--- src/kstg_queue.sv ---
// Small register queue between the front and back ends.
// Depends on nothing but its parameters.
module kstg_queue #(
  parameter int W     = 25,
  parameter int DEPTH = 4
) (
  input  logic         clk,
  input  logic         rst_n,
  input  logic         push,
  input  logic [W-1:0] wdata,
  output logic         full,
  input  logic         pop,
  output logic         empty,
  output logic [W-1:0] rdata
);

  localparam int PTR_W = $clog2(DEPTH);
  localparam int CNT_W = $clog2(DEPTH + 1);

  logic [W-1:0]     mem_r [DEPTH];
  logic [PTR_W-1:0] wr_ptr_r;
  logic [PTR_W-1:0] rd_ptr_r;
  logic [CNT_W-1:0] count_r;
  logic [CNT_W-1:0] count_nxt;

  assign full  = (count_r == CNT_W'(DEPTH));
  assign empty = (count_r == '0);
  assign rdata = mem_r[rd_ptr_r];

  always_comb begin
    count_nxt = count_r;
    if (push && !(pop && !empty)) begin
      count_nxt = count_r + CNT_W'(1);
    end else if (!push && pop && !empty) begin
      count_nxt = count_r - CNT_W'(1);
    end
  end

  always_ff @(posedge clk) begin
    if (push) begin
      mem_r[wr_ptr_r] <= wdata;
    end
  end

  always_ff @(posedge clk) begin
    if (!rst_n) begin
      wr_ptr_r <= '0;
      rd_ptr_r <= '0;
      count_r  <= '0;
    end else begin
      count_r <= count_nxt;
      if (push) begin
        wr_ptr_r <= wr_ptr_r + PTR_W'(1);
      end
      if (pop && !empty) begin
        rd_ptr_r <= rd_ptr_r + PTR_W'(1);
      end
    end
  end

endmodule

--- config.mk ---
export PLATFORM = sky130hd
export DESIGN_NAME = kstg_queue
export DESIGN_NICKNAME = d
export VERILOG_FILES = /design/src/kstg_queue.sv
export SDC_FILE = /design/constraint.sdc
export NUM_CORES = 1
export LEC_CHECK = 0
export BUFFER_PORTS_ARGS = -buffer_cell sky130_fd_sc_hd__buf_2
export CORE_MARGIN = 1.5
export CORE_UTILIZATION = 50
export CTS_BUF_LIST = sky130_fd_sc_hd__clkbuf_8
export DETAILED_ROUTE_END_ITERATION = 10
export PLACE_DENSITY_LB_ADDON = 0.15
export RECOVER_POWER = 100
export SKIP_LAST_GASP = 1
export SLEW_MARGIN = 25
export SYNTH_ARGS = -nofsm -noshare
export SYNTH_HDL_FRONTEND = slang
export SYNTH_SLANG_ARGS = --single-unit
--- constraint.sdc ---
create_clock -name clk -period 1.65 [get_ports clk]
set_input_delay 0.0825 -clock clk [delete_from_list [all_inputs] [get_ports clk]]
set_output_delay 0.0825 -clock clk [all_outputs]
set_load 0.1 [all_outputs]
==> results of run 1 <==
-- power by group --
group	internal [uW]	switching [uW]
registers	3220	112
clock network	569	894
logic	1830	2850
-- final cells by class --
type | count | area [um^2]
Clock buffer | 9 | 124
Inverter | 2 | 7.51
Clock inverter | 7 | 61.3
Timing Repair Buffer | 101 | 1060
Sequential cell | 109 | 3190
Fill cell | 538 | 2360
Tap cell | 102 | 128
Multi-Input combinational cell | 64 | 911
-- flip-flops by register name, summed over array words and instances, names as in the netlist, named ones only --
register and count:
wr_ptr_r 2, mem_r 100, count_r 3, rd_ptr_r 2
-- routing by layer --
| layer | GRT usage (%) | vias up |
|---|---|---|
| li1 | - | 963 |
| met1 | 21.7 | 1058 |
| met2 | 31.8 | 44 |
| met3 | 5.10 | 6 |
| met4 | 4.48 | 0 |
| met5 | 0 | - |
-- placed cells by master, fill, tap and decap left out, drive strengths merged, types with 2 or more instances in the layout --
cell type and instances:
buf 41, clkinv 4, ha 4, nor3b 3, xnor2 3, edfxtp 100, clkbuf 43, and2 9
inv 3, dfxtp 9, dlygate4sd3 26, xor2 2, nor2b 3, clkinvlp 2, o21ai 2, mux4 25
-- metrics by stage --
step / std cells / setup slack (ps) / hold slack [ps] / power, uW
3_5_place_dp: 350 / -102 / 303 / 7940
6_report: 394 / -118 / 240 / 9470
2_1_floorplan: 182 / -143 / 181 / 6470
5_1_grt: 394 / -181 / 236 / 9800
3_3_place_gp: 350 / -48.1 / 298 / 7900
4_1_cts: 393 / -155 / 228 / 9580
-- repair_timing --
item / 4_1_cts / 5_1_grt
setup endpoints to repair: 27 / 28
hold buffers: 26 / 0
gates cloned: 1 / 0
setup buffers: 0 / 1
pin swaps: 2 / 4
gates resized for setup: 8 / 2
hold endpoints to repair: 102 / 0
-- path summary, 6_finish.rpt --
path              depth (start not counted)                        to                startpoint  slack, ps
hold reg to reg                           2  wr_ptr_r[1]$_SDFFE_PN0P_  wr_ptr_r[1]$_SDFFE_PN0P_        570
hold / removal                            4   count_r[1]$_SDFFE_PN0P_                       pop        240
setup / recovery                          3                 rdata[11]                 flip-flop       -120
setup reg to reg                          5   count_r[1]$_SDFFE_PN0P_   count_r[1]$_SDFFE_PN0P_        -80
-- worst min-delay path, cell delays in order --
cell and delay [ps]:
buf_2 150, nor2_1 100, a32o_1 130, o31a_1 110
-- logic make-up after synthesis --
family / count (synthesis) / share of synthesized area [%]
buffers and inverters: 9 / 1.51
multiplexers: 26 / 13.9
AND/OR/NAND/NOR: 20 / 3.03
adder cells (fa/ha/maj): 5 / 1.70
AO/OA/AOI/OAI: 8 / 1.79
flip-flops: 109 / 77.0
XOR/XNOR: 5 / 1.06
==> run metrics, run 1 <==
outcome=finished with violations; failing checks=negative setup slack; Synth area leaders=edfxtp_1 73%, mux4_2 14%, dfxtp_1 4.4%, and2_1 1.4%, ha_1 1.2%; Post-Syn Area=0.00413 mm^2; top_reg_cell synth=edfxtp_1; largest net degree at the start of global routing=21; WL final=7130 um; Rel. slew slack=68.0%; Post-synth EDFFs=100; Num CTS Buffers=9; CORE AREA=0.00785 mm^2; first-iteration detailed-routing DRC count=86; WL per Instance=18.1 um; TritonCTS clock tree=built; antenna violation net count after detailed routing=0; Post-synth ARST share=0%; post-synth top area share=72.7%; period utilization=107%; P_leak=0.00185 uW; min cycle time layout=1770 ps; Finished Core Util=69.9%; # diodes=0; Setup crit end kind=primary output; Final HPWL DP=4490 um; Final nets=321; Fin. Hold Viols=0; overall routing resource usage=18.0%; CP Max Fanout=9; design area=0.00549 mm^2; crit start category=flip-flop; layout cells sized above 1=34.2%; Worst-path clk slew=90 ps; pwr dens=1730 mW/mm^2; H-tree level count=3; Critical Path Slowest Stage Cell=mux4_2; Ports=56; register area share after synthesis=77.0%; Setup Skew=11.9 ps; TNS Setup=-2530 ps; critical-path cell list=buf_12 > mux4_2 > buf_12; Rows=32; Slew @ Worst Pin=484 ps; first-pass GRT wire length=11200 um; Synth cell types=29; drt drc=0; Final Worst Setup Slack=-118 ps; Hold/Removal Path Class=primary input to flip-flop; via count=2071; Via density=5.26; RSZ-0062 raised after global routing=yes; Mean Syn Cell Area=22.7 um^2; commonest cells in the synthesized netlist=100 x edfxtp_1, 25 x mux4_2, 9 x and2_1, 9 x dfxtp_1, 4 x ha_1; Clock Latency Late Sink=370 ps; number of global-route vias before repair=2174; DRT Pass-1 Iters=4; most numerous cell in the Yosys netlist=edfxtp_1; WP buf/inv=2; clock tree buffer depth=2; die width=93.9 um; I/O Buffers=55; Cells after Synth=182; Placer Congestion=0.713; max_cap viols=0; yosys warns=0; Die Footprint=0.00882 mm^2; fmax=0.566 GHz; Metal-1 WL=2910 um; routed wl met2=3890 um; CP delay by family, top=multiplexers; Synth area leader=edfxtp_1; Setup violations, final=27; Root Buffer=clkbuf_8; critical path arrival=1690 ps; Slew Viols, Final=0; Initial Util=52.6%; grt total ovfl=0; met3 WL=270 um; CTS Sinks=109; peak supply drop=1.37 mV; initial antenna violation count=0; Area after DPL=0.00504 mm^2; Synth Net Count=216; number of synthesized register bits=109; Chip Height=93.9 um; P&R area growth vs syn=32.8%; Worst Path Required=1570 ps; CP Class=flip-flop to primary output; critical path's most frequent cell=buf_12; Top Layer Used=met4; Worst path max stage delay=550 ps
No activity file was read; power rests on OpenSTA's default activity.
==> run 2, diff against run 1 <==
--- a/config.mk
+++ b/config.mk
@@ -6,8 +6,10 @@
 export NUM_CORES = 1
 export LEC_CHECK = 0
 export BUFFER_PORTS_ARGS = -buffer_cell sky130_fd_sc_hd__buf_2
+export CELL_PAD_IN_SITES_DETAIL_PLACEMENT = 1
+export CELL_PAD_IN_SITES_GLOBAL_PLACEMENT = 2
 export CORE_MARGIN = 1.5
-export CORE_UTILIZATION = 50
+export CORE_UTILIZATION = 41
 export CTS_BUF_LIST = sky130_fd_sc_hd__clkbuf_8
 export DETAILED_ROUTE_END_ITERATION = 10
 export PLACE_DENSITY_LB_ADDON = 0.15
==> run metrics, run 2 (synthesis results as in run 1) <==
fillcell total=887 (+65%); Initial Util=42.3% (-10 points); Placer Congestion=0.726 (+1.9%); max_cap viols=0 (unchanged); Rows=36 (+13%); antenna violation net count after detailed routing=0 (unchanged); period utilization=107% (-0.61 points); via count=2057 (-0.68%); DRT Pass-1 Iters=4 (unchanged); R2R cell count=5 (unchanged); first-iteration detailed-routing DRC count=50 (-42%); number of global-route vias before repair=2230 (+2.6%); Slew Viols, Final=0 (unchanged); I/O Buffers=55 (unchanged); Hold EP=count_r[1]$_SDFFE_PN0P_; Setup crit end kind=primary output; drt drc=0 (unchanged); Root Buffer=clkbuf_8; Multi-input gate area=908 um^2 (-0.27%); CP Class=flip-flop to primary output; Worst Path Required=1570 ps (about the same); Hold/Removal Path Class=primary input to flip-flop; Chip Height=103 um (+10%); R2R Setup Slk=-60 ps (+20 ps); CTS Sinks=109 (unchanged); Finished Core Util=56.2% (-14 points); H-tree level count=3 (unchanged); Final HPWL DP=4770 um (+6.2%); max reg flops=100 (unchanged); largest net degree at the start of global routing=26 (+24%); die width=103 um (+10%); layout cells sized above 1=31.8% (-2.4 points); Rel. slew slack=67.6% (-0.37 points); initial antenna violation count=0 (unchanged); Slew @ Worst Pin=480 ps (-3.90 ps); RR Startpoint=count_r[2]$_SDFFE_PN0P_; sequential cell area=0.00319 mm^2 (unchanged); grt total ovfl=0 (unchanged); WL per Instance=17.9 um (-0.91%); Ports=56 (unchanged); CORE AREA=0.00977 mm^2 (+25%); hold path depth=2 (-2); Via density=4.91 (-6.6%); Die Footprint=0.0107 mm^2 (+21%); Setup Skew=14.2 ps (+2.33 ps); r2r endpoint=count_r[1]$_SDFFE_PN0P_; first-pass GRT wire length=12000 um (+7.0%); RSZ-0062 raised after global routing=yes; failing checks=negative setup slack; critical path arrival=1680 ps (about the same); min cycle time layout=1760 ps (-10.0 ps); Setup violations, final=26 (-3.7%); P&R area growth vs syn=33.0%; peak supply drop=0.874 mV (-36%); WL final=7510 um (+5.4%); outcome=finished with violations; Num CTS Buffers=9 (unchanged); clock tree buffer depth=2 (unchanged); Worst-path clk slew=90 ps (about the same); TNS Setup=-2080 ps (+449 ps); fmax=0.569 GHz (+0.57%); P_leak=0.00183 uW (-1.2%); Clock Latency Late Sink=350 ps (-20 ps); CP Max Fanout=10 (+1); commonest non-fill, non-tap cells in the layout=100 x edfxtp_1, 28 x buf_12, 27 x clkbuf_1; worst hold margin=20.3 ps (-220 ps); Fin. Hold Viols=0 (unchanged); Final Worst Setup Slack=-108 ps (+10.0 ps); worst min-delay path startpoint=rst_n; overall routing resource usage=15.6% (-2.4 points); commonest non-fill, non-tap cell in the layout=edfxtp_1; crit start category=flip-flop; Final nets=315 (-1.9%); TritonCTS clock tree=built; Largest regs=mem_r (100), count_r (3); # diodes=0 (unchanged); Largest Register=mem_r; pwr dens=1740 mW/mm^2 (+0.50%)
[run 2: worst max-delay path by stage]
stage	from	to	slack [ps]	cells after the start
final	flip-flop	rdata[11]	-110	3
after global routing	flip-flop	rdata[6]	-170	3
after CTS	flip-flop	rdata[11]	-150	3
after detailed placement	count_r[2]$_SDFFE_PN0P_	count_r[1]$_SDFFE_PN0P_	-80	5
after global placement	count_r[2]$_SDFFE_PN0P_	count_r[1]$_SDFFE_PN0P_	-40	5
after floorplan	count_r[2]$_SDFFE_PN0P_	count_r[1]$_SDFFE_PN0P_	-140	5
[run 2: layout make-up]
| type | instances | area share (%) |
|---|---|---|
| clock inverters | 7 | 1.21 |
| well taps | 133 | 3.03 |
| multi-input cells | 64 | 16.5 |
| inverters | 2 | 0.137 |
| flip-flops and latches | 109 | 58.1 |
| repair buffers | 95 | 18.7 |
| clock buffers | 9 | 2.25 |
[run 2: layer usage]
metal  vias to the layer above  part of all wire [%]  track usage [%]
li1                        943                     -                -
met4                         0                   1.4             5.93
met5                         -                     0                0
met2                        54                    52             25.9
met3                         9                   4.0             2.89
met1                      1051                    42             20.5
[run 2: worst max-delay path, cell delays in order (launching register included)]
cell     delay (ps)
dfxtp_4         420
buf_12          160
mux4_2          560
buf_12          190
[run 2: report_power, final]
| group | switching (uW) | total (uW) | internal [uW] |
|---|---|---|---|
| clock network | 832 | 1530 | 695 |
| registers | 112 | 3340 | 3230 |
| logic | 2860 | 4670 | 1810 |
| total | 3800 | 9530 | 5730 |
[run 2: metrics by stage]
| stage | power, uW | cell area (um^2) | setup WS (ps) | cells |
|---|---|---|---|---|
| 5_1_grt | 9890 | 5490 | -172 | 419 |
| 3_3_place_gp | 7960 | 5070 | -42.9 | 377 |
| 6_report | 9530 | 5490 | -108 | 419 |
| 4_1_cts | 9700 | 5560 | -146 | 419 |
| 2_1_floorplan | 6470 | 4150 | -143 | 182 |
| 3_5_place_dp | 8020 | 5070 | -80.3 | 377 |
[run 2: repair_timing]
action,CTS,global route
pin swaps,2,1
hold buffers,25,0
gates cloned,1,0
endpoints found under the setup margin,27,28
endpoints found under the hold margin,100,0
buffers inserted,0,0
resized for setup,5,1
==> run 3, diff against run 2 <==
--- a/config.mk
+++ b/config.mk
@@ -5,13 +5,14 @@
 export SDC_FILE = /design/constraint.sdc
 export NUM_CORES = 1
 export LEC_CHECK = 0
-export BUFFER_PORTS_ARGS = -buffer_cell sky130_fd_sc_hd__buf_2
 export CELL_PAD_IN_SITES_DETAIL_PLACEMENT = 1
 export CELL_PAD_IN_SITES_GLOBAL_PLACEMENT = 2
 export CORE_MARGIN = 1.5
-export CORE_UTILIZATION = 41
+export CORE_UTILIZATION = 46
 export CTS_BUF_LIST = sky130_fd_sc_hd__clkbuf_8
 export DETAILED_ROUTE_END_ITERATION = 10
+export DONT_BUFFER_PORTS = 1
+export MAX_ROUTING_LAYER = met4
 export PLACE_DENSITY_LB_ADDON = 0.15
 export RECOVER_POWER = 100
 export SKIP_LAST_GASP = 1
==> run metrics, run 3 (synthesis results as in run 1) <==
Root Buffer=clkbuf_8; # diodes=0 (unchanged); peak supply drop=1.47 mV (+68%); Area after DPL=0.00489 mm^2 (-3.6%); largest net degree at the start of global routing=19 (-27%); Final nets=291 (-7.6%); Hold/Removal Path Class=primary input to flip-flop; clock tree buffer depth=2 (unchanged); min cycle time layout=1770 ps (+16.2 ps); H-tree level count=3 (unchanged); Worst Path Required=1570 ps (about the same); CP Max Fanout=8 (-2); design area=0.00537 mm^2 (-2.3%); Slew Viols, Final=0 (unchanged); Rel. slew slack=69.8% (+2.2 points); P_leak=0.00180 uW (-1.7%); fmax=0.564 GHz (-0.91%); DRT Pass-1 Iters=4 (unchanged); first-pass GRT wire length=12700 um (+5.6%); Slew @ Worst Pin=447 ps (-32.7 ps); Die Footprint=0.00956 mm^2 (-11%); setup bufs post-CTS=0 (unchanged); TritonCTS clock tree=built; RSZ-0062 raised after global routing=yes; overall routing resource usage=18.4% (+2.9 points); Final HPWL DP=5090 um (+6.8%); Setup Skew=6.88 ps (-7.34 ps); Rows=34 (-5.6%); layout cells sized above 1=35.1% (+3.3 points); Setup crit end kind=primary output; final cell count without fillers=370 (-12%); outcome=finished with violations; via count=1990 (-3.3%); Clock Latency Late Sink=360 ps (about the same); antenna violation net count after detailed routing=0 (unchanged); Largest regs=mem_r (100), count_r (3); grt total ovfl=0 (unchanged); Largest Register=mem_r; number of global-route vias before repair=2308 (+3.5%); die width=97.8 um (-5.4%); Num CTS Buffers=9 (unchanged); drt drc=0 (unchanged); first-iteration detailed-routing DRC count=136 (+170%); CTS Sinks=109 (unchanged); I/O Buffers=0 (-100%); period utilization=108% (+0.98 points); pre-CTS WS=-144 ps (-63.3 ps); max reg flops=100 (unchanged); CORE AREA=0.00872 mm^2 (-11%); Setup violations, final=27 (+3.8%); P&R area growth vs syn=29.9%; dpl cells=326 (-14%); Via density=5.38 (+9.6%); max_cap viols=0 (unchanged); CP Class=flip-flop to primary output; Ports=56 (unchanged); Initial Util=47.4% (+5.1 points); commonest non-fill, non-tap cell in the layout=edfxtp_1; Chip Height=97.8 um (-5.4%); Worst-path clk slew=100 ps (about the same); critical path arrival=1690 ps (about the same); WL final=7850 um (+4.5%); initial antenna violation count=0 (unchanged); crit start category=flip-flop; WL per Instance=21.2 um (+18%); Fin. Hold Viols=0 (unchanged); commonest non-fill, non-tap cells in the layout=100 x edfxtp_1, 27 x dlygate4sd3_1, 27 x buf_12; failing checks=negative setup slack; Final Worst Setup Slack=-124 ps (-16.2 ps); pwr dens=1770 mW/mm^2 (+1.8%); Placer Congestion=0.637 (-12%)
## run 3: changes by cell type in the layout (fill, tap and decap cells not counted), moves of 2 or more
cell	delta
clkinv_4	+2
buf_4	+2
clkbuf_1	-26
dlygate4sd3_1	+2
clkbuf_2	+4
buf_2	-2
clkbuf_4	-3
## run 3: cell type report
cell class	count	area, um^2
fill	754	3350
multi-input combinational	64	927
timing repair buffer	71	932
clock inverter	7	51.3
sequential	109	3190
inverter	2	7.51
clock buffer	9	124
tap	108	135
## run 3: worst max-delay path, cell delays in order, from the launching register on
cell and delay (ps):
dfxtp_4 410, clkbuf_16 180, mux4_2 540, buf_12 190
## run 3: per-stage QoR
step / hold WS (ps) / total power, uW / setup TNS [ps] / utilization, %
6_report: 56.0 / 9480 / -2570 / 61.5
5_1_grt: 39.8 / 9800 / -4330 / 61.5
4_1_cts: 34.7 / 9510 / -3160 / 61.5
3_5_place_dp: 181 / 7940 / -280 / 56.1
3_3_place_gp: 182 / 7820 / -41.3 / 56.1
2_1_floorplan: 181 / 6470 / -284 / -
## run 3: where the power goes
part	switching [uW]	total (uW)	internal, uW
Sequential	111	3330	3220
Combinational	2880	4700	1820
Clock	898	1450	555
## run 3: timing repair
item                                   in CTS  in global routing
setup endpoints to repair                  27                 27
pin swaps                                   0                  0
endpoints found under the hold margin     109                  0
hold buffers                               27                  0
gates cloned                                0                  1
resized for setup                           8                  3
## run 3: metal layers
metal  vias up  wire, um  track usage, %
met4         0       101            5.60
met3        10       286            5.01
li1        898         -               -
met1      1035      3250            21.3
met5         -         0               -
met2        47      4220            31.6
## run 3: path summary, 6_finish.rpt
| check | start | end | slack (ps) | depth (start not counted) |
|---|---|---|---|---|
| setup reg to reg | count_r[2]$_SDFFE_PN0P_ | count_r[1]$_SDFFE_PN0P_ | -120 | 5 |
| hold reg to reg | wr_ptr_r[1]$_SDFFE_PN0P_ | wr_ptr_r[1]$_SDFFE_PN0P_ | 600 | 2 |
| setup / recovery | flip-flop | rdata[18] | -120 | 3 |
| hold / removal | push | count_r[1]$_SDFFE_PN0P_ | 60 | 3 |
